## src/rtl/ibb_pkg.sv

```systemverilog
package ibb_pkg;

   localparam int HP_W = 16;
   localparam logic [HP_W-1:0] HALF_PERIOD_RESET = 16'd250;
   localparam logic [HP_W-1:0] HALF_PERIOD_MIN = 16'd1;

   localparam logic [1:0] FUNC_START = 2'd0;
   localparam logic [1:0] FUNC_STOP  = 2'd1;
   localparam logic [1:0] FUNC_WRITE = 2'd2;
   localparam logic [1:0] FUNC_READ  = 2'd3;

   // bit counter marks
   localparam logic [3:0] BIT_ACK  = 4'd8;
   localparam logic [3:0] BIT_TAIL = 4'd9;

   typedef struct packed {
      logic [1:0] func;
      logic [7:0] wr_data;
      logic       give_ack;
      logic [7:0] sda_samples;
   } req_type;

   typedef struct packed {
      logic       scl_level;
      logic       sda_level;
      logic       hold;
      logic [7:0] rd_data;
      logic       acked;
      logic       last;
   } rsp_type;

   typedef struct packed {
      logic is_scl;
      logic level;
      logic hold;
      logic last;
      logic adv;
   } phase_type;

   typedef enum logic [1:0] {
      ST_IDLE,
      ST_LOAD,
      ST_SEND,
      ST_WAIT
   } st_type;

endpackage

```

## src/rtl/ibb_timer.sv

```systemverilog
module ibb_timer (
   input  logic                     clock,
   input  logic                     reset,
   input  logic                     start,
   input  logic [ibb_pkg::HP_W-1:0] half_period,
   output logic                     done
);
   import ibb_pkg::*;

   logic            busy_ff, busy_in;
   logic [HP_W-1:0] cnt_ff, cnt_in;

   always_comb begin
      busy_in = busy_ff;
      cnt_in  = cnt_ff;
      if (start) begin
         busy_in = 1'b1;
         cnt_in  = half_period;
      end else if (busy_ff) begin
         if (cnt_ff == HALF_PERIOD_MIN) begin
            busy_in = 1'b0;
         end else begin
            cnt_in = cnt_ff - HALF_PERIOD_MIN;
         end
      end
   end

   assign done = busy_ff && (cnt_ff == HALF_PERIOD_MIN);

   always_ff @(posedge clock) begin
      if (reset) begin
         busy_ff <= 1'b0;
      end else begin
         busy_ff <= busy_in;
      end
      cnt_ff <= cnt_in;
   end

endmodule

```

## src/rtl/i2c_bit_bang_master.sv

```systemverilog
// first phase word: a taken command goes to ST_LOAD, which registers it into rsp_ff
// each phase word: ST_LOAD, then the handoff in ST_SEND, then ST_WAIT on the timer if it holds
// a write command runs through 27 phases; rsp_stall can hold the handoff in ST_SEND
// the half-period counter in ibb_timer sets the pace; one command is in flight at a time
// reset: synchronous, lines released high, half_period back to 250, no word pending
module i2c_bit_bang_master (
   input  logic                     clock,
   input  logic                     reset,
   input  logic                     req_valid,
   output logic                     req_stall,
   input  ibb_pkg::req_type         req_word,
   output logic                     rsp_valid,
   input  logic                     rsp_stall,
   output ibb_pkg::rsp_type         rsp_word,
   input  logic                     csr_valid,
   output logic                     csr_ready,
   input  logic [ibb_pkg::HP_W-1:0] csr_data
);
   import ibb_pkg::*;

   st_type          st_ff, st_in;
   logic [1:0]      func_ff, func_in;
   logic [7:0]      wsh_ff, wsh_in;
   logic            ack_ff, ack_in;
   logic [7:0]      smp_ff, smp_in;
   logic [7:0]      rd_ff, rd_in;
   logic [3:0]      bit_ff, bit_in;
   logic [1:0]      sub_ff, sub_in;
   logic            scl_ff, scl_in;
   logic            sda_ff, sda_in;
   logic [HP_W-1:0] hp_ff, hp_in;
   rsp_type         rsp_ff, rsp_in;
   logic            rsp_valid_ff, rsp_valid_in;

   phase_type ph;
   logic      take;
   logic      load;
   logic      sent;
   logic      tmr_start;
   logic      tmr_done;

   ibb_timer u_timer (
      .clock       (clock),
      .reset       (reset),
      .start       (tmr_start),
      .half_period (hp_ff),
      .done        (tmr_done)
   );

   // phase decode from command and position
   always_comb begin
      ph = '0;
      ph.hold = 1'b1;
      case (func_ff)
         FUNC_START: begin
            ph.is_scl = sub_ff[0];
            ph.level  = ~sub_ff[1];
            ph.last   = (sub_ff == 2'd3);
         end
         FUNC_STOP: begin
            ph.is_scl = sub_ff[0];
            ph.level  = (sub_ff != 2'd0);
            ph.last   = (sub_ff == 2'd2);
         end
         FUNC_WRITE: begin
            ph.is_scl = (sub_ff != 2'd0);
            ph.level  = (sub_ff == 2'd0) ? ((bit_ff == BIT_ACK) ? 1'b1 : wsh_ff[7])
                                         : (sub_ff == 2'd1);
            ph.adv    = (sub_ff == 2'd2);
            ph.last   = (bit_ff == BIT_ACK) && (sub_ff == 2'd2);
         end
         FUNC_READ: begin
            if (bit_ff == 4'd0) begin
               ph.level = 1'b1;
               ph.hold  = 1'b0;
               ph.adv   = 1'b1;
            end else if (bit_ff == BIT_TAIL) begin
               ph.is_scl = (sub_ff == 2'd1) || (sub_ff == 2'd2);
               case (sub_ff)
                  2'd0:    ph.level = ~ack_ff;
                  2'd1:    ph.level = 1'b1;
                  2'd2:    ph.level = 1'b0;
                  default: ph.level = 1'b1;
               endcase
               ph.hold = (sub_ff != 2'd3);
               ph.last = (sub_ff == 2'd3);
            end else begin
               ph.is_scl = 1'b1;
               ph.level  = ~sub_ff[0];
               ph.adv    = sub_ff[0];
            end
         end
         default: ph = '0;
      endcase
   end

   // next state
   always_comb begin
      st_in = st_ff;
      case (st_ff)
         ST_IDLE: begin
            if (req_valid) st_in = ST_LOAD;
         end
         ST_LOAD: st_in = ST_SEND;
         ST_SEND: begin
            if (!rsp_stall) begin
               if (rsp_ff.hold)      st_in = ST_WAIT;
               else if (rsp_ff.last) st_in = ST_IDLE;
               else                  st_in = ST_LOAD;
            end
         end
         ST_WAIT: begin
            if (tmr_done) st_in = rsp_ff.last ? ST_IDLE : ST_LOAD;
         end
         default: st_in = ST_IDLE;
      endcase
   end

   // outputs and strobes
   always_comb begin
      req_stall = (st_ff != ST_IDLE);
      rsp_valid = rsp_valid_ff;
      rsp_word  = rsp_ff;
      csr_ready = 1'b1;
      take      = (st_ff == ST_IDLE) && req_valid;
      load      = (st_ff == ST_LOAD);
      sent      = (st_ff == ST_SEND) && !rsp_stall;
      tmr_start = sent && rsp_ff.hold;
   end

   // datapath
   always_comb begin
      func_in      = func_ff;
      wsh_in       = wsh_ff;
      ack_in       = ack_ff;
      smp_in       = smp_ff;
      rd_in        = rd_ff;
      bit_in       = bit_ff;
      sub_in       = sub_ff;
      scl_in       = scl_ff;
      sda_in       = sda_ff;
      rsp_in       = rsp_ff;
      rsp_valid_in = rsp_valid_ff;
      hp_in        = hp_ff;

      if (csr_valid) begin
         hp_in = (csr_data == '0) ? HALF_PERIOD_MIN : csr_data;
      end

      if (take) begin
         func_in = req_word.func;
         wsh_in  = req_word.wr_data;
         ack_in  = req_word.give_ack;
         smp_in  = req_word.sda_samples;
         bit_in  = 4'd0;
         sub_in  = 2'd0;
      end

      if (load) begin
         if (ph.is_scl) scl_in = ph.level;
         else           sda_in = ph.level;
         rsp_in.scl_level = ph.is_scl ? ph.level : scl_ff;
         rsp_in.sda_level = ph.is_scl ? sda_ff : ph.level;
         rsp_in.hold      = ph.hold;
         rsp_in.last      = ph.last;
         rsp_in.rd_data   = ((func_ff == FUNC_READ) && ph.last) ? rd_ff : 8'd0;
         rsp_in.acked     = (func_ff == FUNC_WRITE) && ph.last && !smp_ff[0];
         rsp_valid_in     = 1'b1;
         if (ph.adv) begin
            bit_in = bit_ff + 4'd1;
            sub_in = 2'd0;
         end else begin
            sub_in = sub_ff + 2'd1;
         end
         // one data bit per scl cycle through the shifters
         if ((func_ff == FUNC_WRITE) && (sub_ff == 2'd0) && (bit_ff != BIT_ACK)) begin
            wsh_in = {wsh_ff[6:0], 1'b0};
         end
         if ((func_ff == FUNC_READ) && (sub_ff == 2'd0) && (bit_ff != 4'd0)
             && (bit_ff != BIT_TAIL)) begin
            rd_in  = {rd_ff[6:0], smp_ff[7]};
            smp_in = {smp_ff[6:0], 1'b0};
         end
      end

      if (sent) begin
         rsp_valid_in = 1'b0;
      end
   end

   always_ff @(posedge clock) begin
      if (reset) begin
         st_ff        <= ST_IDLE;
         scl_ff       <= 1'b1;
         sda_ff       <= 1'b1;
         hp_ff        <= HALF_PERIOD_RESET;
         rsp_valid_ff <= 1'b0;
      end else begin
         st_ff        <= st_in;
         scl_ff       <= scl_in;
         sda_ff       <= sda_in;
         hp_ff        <= hp_in;
         rsp_valid_ff <= rsp_valid_in;
      end
      func_ff <= func_in;
      wsh_ff  <= wsh_in;
      ack_ff  <= ack_in;
      smp_ff  <= smp_in;
      rd_ff   <= rd_in;
      bit_ff  <= bit_in;
      sub_ff  <= sub_in;
      rsp_ff  <= rsp_in;
   end

endmodule

```

## config.mk

```make
export PLATFORM = sky130hd
export DESIGN_NAME = i2c_bit_bang_master
export DESIGN_NICKNAME = d
export VERILOG_FILES = /design/src/rtl/ibb_pkg.sv /design/src/rtl/ibb_timer.sv /design/src/rtl/i2c_bit_bang_master.sv
export SDC_FILE = /design/constraint.sdc
export NUM_CORES = 1
export LEC_CHECK = 0
export CAP_MARGIN = 20
export CORE_UTILIZATION = 57
export DETAILED_ROUTE_END_ITERATION = 10
export DONT_BUFFER_PORTS = 1
export GPL_TIMING_DRIVEN = 0
export PLACE_DENSITY = 0.78
export SYNTH_ARGS = -nofsm -noshare
export SYNTH_HDL_FRONTEND = slang
export SYNTH_SLANG_ARGS = --single-unit
```

## constraint.sdc

```tcl
create_clock -name clock -period 1.95 [get_ports clock]
set_input_delay 0.585 -clock clock [delete_from_list [all_inputs] [get_ports clock]]
set_output_delay 0.585 -clock clock [all_outputs]
set_load 0.02 [all_outputs]
```

==> results_dict.tcl, run 1 <==
set metrics [dict create \
    outcome "complete, but fails checks" \
    failed_checks "design-rule violations, negative setup slack" \
    cp-start-kind "flop" \
    synthAdderAreaFrac 0.0294 \
    cp_data_arrival_time_ps 2130 \
    r2r-start "sub_ff[0]" \
    yosysUniqueCellTypes 49 \
    tns_ps -146 \
    antenna_cells 0 \
    vias 2691 \
    placed_cells 443 \
    crit_type "flop to flop" \
    netlist_area_sq_um 3830 \
    p_switching_w 0.00106 \
    routed_wl_um 7740 \
    cap_violations 0 \
    grt-ovfl-total 0 \
    powerDensity_nw_per_um2 868 \
    synth_edf_count 42 \
    finalCriticalPeriod_ps 2020 \
    hp-class "primary input to flop" \
    final_cells 473 \
    drive_gt1_frac 0.182 \
    drtAntennaViolNets 0 \
    root_buffer "clkbuf_8" \
    gp_congestion 0.846 \
    maxSlewHeadroom 0.588 \
    first_iter_violations 148 \
    netlist_instances 366 \
    drc_errors 6 \
    pwr-share-comb 0.139 \
    grt.total_usage 0.239 \
    grt_setup_unrepaired "yes" \
    finalHoldViolations 0 \
    intPower_w 0.00274 \
    yosys.area_share.simple 0.183 \
    dr.pass1.iters 7 \
    grt_max_degree 21 \
    synth_xor_xnor_area_share 0.0297 \
    ys_async_sr_fraction 0 \
    ys.flop_type "edfxtp_1" \
    power.share.switching 0.279 \
    setup_viol 3 \
    grt_pass1_wl_um 12900 \
    area_growth_syn_to_layout_pct 14.3 \
    viasPerCell 5.69 \
    yosysWarningCount 0 \
    seqCellArea_sq_um 2100 \
    fp.dieW_um 83.9 \
    io_buffers 0 \
    synth_compound_area_frac 0.105 \
    ios 56 \
    vdd_ir_drop_max_uv 657 \
    initial_core_util 0.596 \
    dpl.hpwl_um 5400 \
    avgSynthCellArea_sq_um 10.5 \
    tightest_slew_ps 618 \
    grt_pass1_vias 2656 \
    multi_input_area_sq_um 1750 \
    yosysSeqAreaShare 0.549 \
    p_leak_nw 1.60 \
    maxSlewViolCount 0 \
    clk_pin_slew_worst_paths_ps 80 \
    final_nets 440 \
    synth.mux.area_fraction 0.0739 \
    min_from "reset" \
    r2r_end "rsp_word[11]" \
    fin_crit_sh 1.03 \
    clkPwrFrac 0.301 \
    insertion_delay_ps 360 \
    setup_slack_ps -66.8 \
    rows 29 \
    synth_top_family_by_area "simple AND/OR/NAND/NOR gates" \
    holdPathStages 1 \
    clockBufferDepth 2 \
    reg2reg_slack_ps -70 \
    fmax_ghz 0.496 \
    seq_power_share 0.561 \
    hold_end "u_timer.busy_ff" \
    die-area_sq_um 7050 \
    ys_seq_elements 84 \
    antenna_found_initial 0 \
    cts_tree "yes" \
    skew_ps 8.58 \
    core_area_sq_um 6420 \
    die_h_um 83.9 \
    r2r_cells 7 \
    syn_nets 415 \
    wl_per_cell_um 16.4 \
    required_ps 2060 \
    cts_max_level 3 \
    fillers 478 \
    clock_sinks 84 \
    cts-buffers-inserted 9 \
    crit_fanout 4 \
    cp-end-kind "flop" \
]
-- cells by family (layout without fill, tap and decap cells) --
kind of cell	Yosys count	after routing
AOI/OAI and AO/OA	65	65
and+or+nand+nor	140	140
buffers and inverters	26	56
xor gates and xnor gates	13	13
muxes	28	28
adders and majority gates	9	9
other	1	1
DFF	84	84
-- routing by layer --
layer,routed length (um),GRT usage,up-vias
li1,-,-,1356
met1,3450,0.307,1257
met2,3690,0.378,64
met3,449,0.0663,14
met4,154,0.105,0
met5,0,0,-
-- layout make-up --
cell class / instances / share of cell area
buffer: 14 / 0.0166
clock buffer: 9 / 0.0283
clock inverter: 7 / 0.0134
inverter: 11 / 0.0106
multi-input combinational: 256 / 0.399
sequential: 84 / 0.481
tap: 77 / 0.0220
timing repair buffer: 15 / 0.0286
-- Yosys cell counts, drive strengths merged (2+ instances only) --
master | number | area (sq um)
a211o | 7 | 61.3
a211oi | 3 | 27.5
a21oi | 11 | 55.1
a31oi | 3 | 18.8
and2 | 8 | 50.1
and3 | 2 | 12.5
and3b | 2 | 17.5
buf | 9 | 45.1
clkbuf | 6 | 22.5
dfxtp | 42 | 841
edfxtp | 42 | 1260
ha | 9 | 113
inv | 11 | 41.3
mux2 | 2 | 22.5
mux2i | 26 | 260
nand2 | 48 | 180
nand2b | 5 | 31.3
nand3 | 3 | 15.0
nand4 | 4 | 25.0
nor2 | 26 | 97.6
nor2b | 11 | 68.8
nor3 | 17 | 100
nor4 | 5 | 37.5
nor4b | 2 | 17.5
o21a | 3 | 22.5
o21ai | 29 | 145
or3 | 4 | 25.0
xnor2 | 8 | 70.1
xor2 | 5 | 43.8
-- state kept, by name (all words and copies together), names as in the netlist, 4 cells and up --
| name | cells |
|---|---|
| wsh_ff | 8 |
| bit_ff | 4 |
| rsp_word | 13 |
| rd_ff | 8 |
| smp_ff | 8 |
| u_timer.cnt_ff | 16 |
| hp_ff | 16 |
-- critical path, stage by stage, from the launching register on --
cell	delay, ps
edfxtp_1	420
inv_2	100
ha_4	150
nand2_2	50
or3_4	380
a211oi_4	220
a22oi_2	150
mux2_4	290
-- stage by stage --
step                area (sq um)  worst slack, ps   util  total power (W)  hold WS [ps]
floorplan                   3850            -29.0      -          0.00250           408
global placement            3950             -323  0.615          0.00258           424
detailed placement          3950             -367  0.615          0.00261           416
CTS                         4290            -35.3  0.668          0.00381           276
global route                4380             -135  0.681          0.00398           275
finish                      4380            -66.8  0.681          0.00380           293
-- power groups by stage --
| stage | registers (W) | logic, W | clock network, W |
|---|---|---|---|
| 3_3_place_gp | 0.00217 | 0.000415 | 0 |
| 6_report | 0.00213 | 0.000526 | 0.00114 |
| 3_5_place_dp | 0.00217 | 0.000433 | 0 |
| 4_1_cts | 0.00213 | 0.000501 | 0.00118 |
| 5_1_grt | 0.00215 | 0.000583 | 0.00125 |
| 2_1_floorplan | 0.00214 | 0.000357 | 0 |
-- what timing repair did --
| item | CTS | global route |
|---|---|---|
| gates resized for setup | 20 | 17 |
| setup endpoints to repair | 58 | 49 |
| pin swaps | 5 | 2 |
| gates cloned | 0 | 0 |
| buffers inserted | 11 | 4 |
| hold buffers | 0 | 0 |
-- layout by cell type (no fill, tap or decap), types with 4 or more instances in the layout --
| cell type | Yosys | routed |
|---|---|---|
| a211o_1 | 7 | 7 |
| a21oi_1 | 11 | 11 |
| and2_1 | 8 | 8 |
| buf_2 | 6 | 4 |
| buf_4 | 1 | 15 |
| clkbuf_8 | 0 | 9 |
| dfxtp_1 | 42 | 40 |
| edfxtp_1 | 42 | 42 |
| ha_1 | 9 | 6 |
| inv_1 | 9 | 5 |
| inv_2 | 2 | 4 |
| mux2i_1 | 26 | 26 |
| nand2_1 | 48 | 47 |
| nand2b_1 | 5 | 5 |
| nand4_1 | 4 | 4 |
| nor2_1 | 26 | 25 |
| nor2b_1 | 11 | 11 |
| nor3_1 | 14 | 10 |
| nor3_4 | 0 | 4 |
| nor4_1 | 4 | 4 |
| o21ai_0 | 9 | 9 |
| o21ai_1 | 20 | 20 |
| xnor2_1 | 8 | 8 |
| xor2_1 | 5 | 5 |
-- worst max path at each step --
stage / startpoint / to / cells past startpoint
finish: sub_ff[0] / rsp_word[11] / 7
floorplan: sub_ff[0] / rsp_word[11] / 7
detailed placement: st_ff[0] / rd_ff[5] / 6
global route: sub_ff[0] / rsp_word[11] / 7
global placement: st_ff[0] / rd_ff[4] / 6
CTS: sub_ff[0] / rsp_word[11] / 7
Note: power is estimated with default switching activity, not from simulation.
==> inputs of run 2 (changes only) <==
CORE_ASPECT_RATIO = 1.25   (was not set)
MAX_ROUTING_LAYER = met4   (was not set)
==> run 2 against run 1 <==
  * Global-route usage decreased by 0.17 points
  * Utilization decreased by 0.71 points
  * Sequential power about the same
  * The run ends with negative setup slack left
  * Sequential cell count unchanged
  * Highest routed layer unchanged
  * Total power decreased by 0.54%
  * Clock skew increased by 0.56 ps
  * Critical path type unchanged
  * Register-to-register slack about the same
  * Combinational power decreased by 1%
  * Final area increased by 0.51%
  * Setup slack improved by 7.9 ps
  * Clock power about the same
==> results_dict.tcl, run 2 (same netlist as run 1, synthesis figures left out) <==
set metrics [dict create \
    drc_errors 0 \
    antenna_cells 0 \
    setup_viol 4 \
    drtAntennaViolNets 0 \
    die_h_um 93.6 \
    mostFrequentLayoutCell "nand2_1" \
    finalCriticalPeriod_ps 2010 \
    multi_input_area_sq_um 1740 \
    clockBufferDepth 2 \
    grt-ovfl-total 0 \
    initial_core_util 0.587 \
    drive_gt1_frac 0.182 \
    vias 2790 \
    fillers 518 \
    cts_tree "yes" \
    grt.total_usage 0.237 \
    fmax_ghz 0.498 \
    root_buffer "clkbuf_8" \
    use_met1 0.257 \
    failed_checks "negative setup slack" \
    dr.pass1.iters 7 \
    fp.dieW_um 75.3 \
    core_area_sq_um 6520 \
    setup_slack_ps -58.9 \
    grt_setup_unrepaired "yes" \
    maxSlewViolCount 0 \
    skew_ps 9.13 \
    hp-class "primary input to flop" \
    area_growth_syn_to_layout_pct 14.9 \
    post-route-util 0.674 \
    met2_usage 0.394 \
    powerDensity_nw_per_um2 859 \
    tightest_slew_ps 650 \
    io_buffers 0 \
    grt_pass1_vias 2627 \
    fin_total_pwr_w 0.00378 \
    grt_use_met3 0.0733 \
    seqCellArea_sq_um 2100 \
    wl_per_cell_um 16.2 \
    grt_max_degree 18 \
    finalHoldViolations 0 \
    crit_fanout 4 \
    vdd_ir_drop_max_uv 701 \
    fin_crit_sh 1.03 \
    final_nets 445 \
    first_iter_violations 116 \
    cap_violations 0 \
    r2r-start "sub_ff[1]" \
    grt_pass1_wl_um 12000 \
    crit_type "flop to flop" \
    maxSlewHeadroom 0.567 \
    outcome "complete, but fails checks" \
    rows 33 \
    most-common-layout-cells "nand2_1, edfxtp_1, dfxtp_1" \
    dpl.hpwl_um 5230 \
    reg2reg_slack_ps -60 \
    cts_max_level 3 \
    cp_data_arrival_time_ps 2130 \
    die-area_sq_um 7050 \
    critPathMaxStageDelay_ps 440 \
    grt_busiest_layer "met2" \
    crit_path_top_delay_cell "edfxtp_1" \
    pre_cts_ws_ps -390 \
    p_leak_nw 1.62 \
    insertion_delay_ps 360 \
    cts-buffers-inserted 9 \
    startpoint "sub_ff[1]" \
    cp-end-kind "flop" \
    ios 56 \
    viasPerCell 5.72 \
    gp_congestion 0.834 \
    clk_pin_slew_worst_paths_ps 90 \
    min_from "reset" \
    cp-start-kind "flop" \
    routed_wl_um 7910 \
    crit_chain "inv_2, ha_4, nand2_2, or3_4, a211oi_2, a22oi_2, mux2_4" \
    clock_sinks 84 \
    antenna_found_initial 0 \
    required_ps 2070 \
]
run 2: cell count changes in the layout (fill, tap and decap cells not counted), sizes merged:
cell | previous run | this run
buf | 23 | 28
clkinv | 3 | 6
clkinvlp | 1 | 0
inv | 14 | 12
run 2: worst paths after layout:
path,end,depth (start not counted)
max,rsp_word[11],7
min,u_timer.busy_ff,1
max reg2reg,rsp_word[11],7
min reg2reg,rd_ff[0],0
run 2: critical path, delay by kind of cell, from the launching register on:
| kind | cells | cell delay (ps) |
|---|---|---|
| AND/OR/NAND/NOR | 2 | 420 |
| AO/OA/AOI/OAI | 2 | 390 |
| adder cells (fa/ha/maj) | 1 | 140 |
| buffers and inverters | 1 | 110 |
| flip-flops | 1 | 440 |
| multiplexers | 1 | 280 |
run 2: routing by layer:
layer | vias to the layer above | wire (um)
li1 | 1361 | -
met1 | 1333 | 3220
met2 | 78 | 4170
met3 | 18 | 347
met4 | 0 | 163
met5 | - | 0
run 2: power by group:
part,total [W],internal [W],switching (W)
sequential,0.00213,0.00202,0.000112
clock,0.00113,0.000469,0.000662
combinational,0.000519,0.000239,0.000280
run 2: what timing repair did:
action / 4_1_cts / 5_1_grt
setup endpoints to repair: 60 / 44
hold endpoints to repair: 0 / 0
resized for setup: 20 / 11
gates cloned: 0 / 0
hold buffers: 0 / 0
pin swaps: 8 / 6
setup buffers: 13 / 7
run 2: area by class of cell:
class	count	share of cell area
Inverter	11	0.0105
Clock buffer	9	0.0282
Sequential cell	84	0.479
Multi-Input combinational cell	256	0.395
Buffer	14	0.0165
Timing Repair Buffer	20	0.0341
Tap cell	87	0.0248
Clock inverter	7	0.0119
run 2: per-stage QoR:
stage / instances / hold slack (ps) / area, sq um / setup TNS, ps
6_report: 488 / 287 / 4400 / -120
5_1_grt: 488 / 272 / 4400 / -389
2_1_floorplan: 366 / 408 / 3850 / -56.9
4_1_cts: 482 / 274 / 4300 / -61.5
3_3_place_gp: 453 / 419 / 3960 / -16050
3_5_place_dp: 453 / 427 / 3960 / -15920
==> inputs of run 3 (changes only) <==
CELL_PAD_IN_SITES_DETAIL_PLACEMENT = 0   (was not set)
CELL_PAD_IN_SITES_GLOBAL_PLACEMENT = 1   (was not set)
CORE_ASPECT_RATIO = 0.8   (was 1.25)
CORE_UTILIZATION = 53   (was 57)
PLACE_DENSITY = 0.87   (was 0.78)
clock period = 2.43 ns   (was 1.95 ns; I/O delays follow)
==> run 3 against run 2 <==
  * The flow now finishes without violations
  * Final cell count decreased by 3.9%
  * Final area fell by 5.7%
  * Wire length fell by 4.2%
  * Sequential share of layout area rose by 2.8 points
  * Critical path type unchanged
  * Die area grew 7.4%
  * Sequential power fell by 20%
  * Clock power fell by 8%
  * Setup slack gained 200 ps
  * Register-to-register slack improved by 200 ps
==> results_dict.tcl, run 3 (same netlist as run 1, synthesis figures left out) <==
set metrics [dict create \
    outcome "finished clean" \
    grt-ovfl-total 0 \
    dr.pass1.iters 4 \
    initial_core_util 0.553 \
    min_from "smp_ff[7]" \
    cts_tree "yes" \
    cap_violations 0 \
    most-common-layout-cells "nand2_1, edfxtp_1, dfxtp_1" \
    hp-class "flop to flop" \
    maxSlewHeadroom 0.490 \
    cp-end-kind "flop" \
    core_area_sq_um 6930 \
    pre_cts_ws_ps -80.4 \
    mostFrequentLayoutCell "nand2_1" \
    routed_wl_um 7570 \
    antenna_cells 0 \
    clk_pin_slew_worst_paths_ps 90 \
    post_cts_buffers 0 \
    tightest_slew_ps 760 \
    startpoint "sub_ff[0]" \
    antenna_found_initial 0 \
    drive_gt1_frac 0.0864 \
    clockBufferDepth 2 \
    die-area_sq_um 7570 \
    cp-start-kind "flop" \
    finalCriticalPeriod_ps 2290 \
    hold_slack_ps 441 \
    powerDensity_nw_per_um2 745 \
    r2r_cells 7 \
    p_leak_nw 1.52 \
    fmax_ghz 0.437 \
    r2r-start "sub_ff[0]" \
    insertion_delay_ps 350 \
    final_nets 426 \
    die_h_um 78.0 \
    holdPathStages 0 \
    crit_type "flop to flop" \
    finalHoldViolations 0 \
    io_buffers 0 \
    vdd_ir_drop_max_uv 458 \
    fin_crit_sh 0.942 \
    ios 56 \
    fillers 579 \
    setup_viol 0 \
    fp.dieW_um 97.0 \
    tns_ps 0 \
    viasPerCell 5.72 \
    skew_ps 7.73 \
    grt_setup_unrepaired "yes" \
    setup_slack_ps 142 \
    drtAntennaViolNets 0 \
    cts-buffers-inserted 9 \
    grt_pass1_vias 2479 \
    maxSlewViolCount 0 \
    wl_per_cell_um 16.1 \
    cp_data_arrival_time_ps 2390 \
    root_buffer "clkbuf_8" \
    crit_fanout 7 \
    first_iter_violations 180 \
    clock_sinks 84 \
    rows 27 \
    area_growth_syn_to_layout_pct 8.40 \
    drc_errors 0 \
    cts_max_level 3 \
    gp_congestion 0.856 \
    grt_max_degree 18 \
    post-route-util 0.599 \
    grt.total_usage 0.215 \
    vias 2685 \
    grt_pass1_wl_um 12200 \
    required_ps 2530 \
    dpl.hpwl_um 5340 \
]
==> run 3: cell types whose count changed in the layout (fill, tap and decap cells not counted), moves of 3 or more <==
| cell | previous run | this run |
|---|---|---|
| clkbuf_1 | 3 | 6 |
| clkbuf_2 | 3 | 0 |
| inv_1 | 5 | 9 |
| clkinv_4 | 4 | 0 |
| inv_6 | 1 | 4 |
| buf_4 | 21 | 1 |
==> run 3: metrics by stage <==
stage          std cells  area (sq um)  total power [W]
2_1_floorplan        366          3830          0.00199
3_3_place_gp         453          3940          0.00206
3_5_place_dp         453          3940          0.00207
4_1_cts              469          4140          0.00311
5_1_grt              469          4150          0.00323
6_report             469          4150          0.00309
==> run 3: path summary, 6_finish.rpt <==
path | endpoint | slack, ps
setup / recovery | rsp_word[11] | 140
hold reg to reg | rd_ff[0] | 440
hold / removal | rd_ff[0] | 440
setup reg to reg | rsp_word[11] | 140
==> run 3: report_power, final <==
part	leakage [nW]	switching (W)	internal, W	total [W]
combinational	0.672	0.000193	0.000144	0.000337
sequential	0.738	0.0000924	0.00162	0.00171
clock	0.107	0.000549	0.000496	0.00104
total	1.52	0.000834	0.00226	0.00309
==> run 3: what timing repair did <==
action / 4_1_cts / 5_1_grt
hold endpoints to repair: 0 / 0
endpoints found under the setup margin: 0 / 16
hold buffers: 0 / 0
resized for setup: 0 / 2
==> run 3: critical path: stages (launching register included) <==
cell and delay, ps:
edfxtp_1 530, inv_1 150, ha_1 300, nand2_1 70
or3_1 330, a211oi_2 210, a22oi_1 170, mux2_2 290
==> run 3: final cells by class <==
type | instances | area (sq um) | area share
tap | 87 | 109 | 0.0262
inverter | 11 | 41.3 | 0.00995
multi-input combinational | 256 | 1620 | 0.391
sequential | 84 | 2100 | 0.507
clock buffer | 9 | 124 | 0.0299
buffer | 15 | 67.6 | 0.0163
clock inverter | 7 | 81.3 | 0.0196
==> run 3: metal layers <==
metal  vias up  GRT usage  wire length, um
met5         -          -                0
met4         0     0.0493               30
met3         2     0.0748              515
met2        80      0.303             3270
met1      1277      0.299             3750
li1       1326          -                -
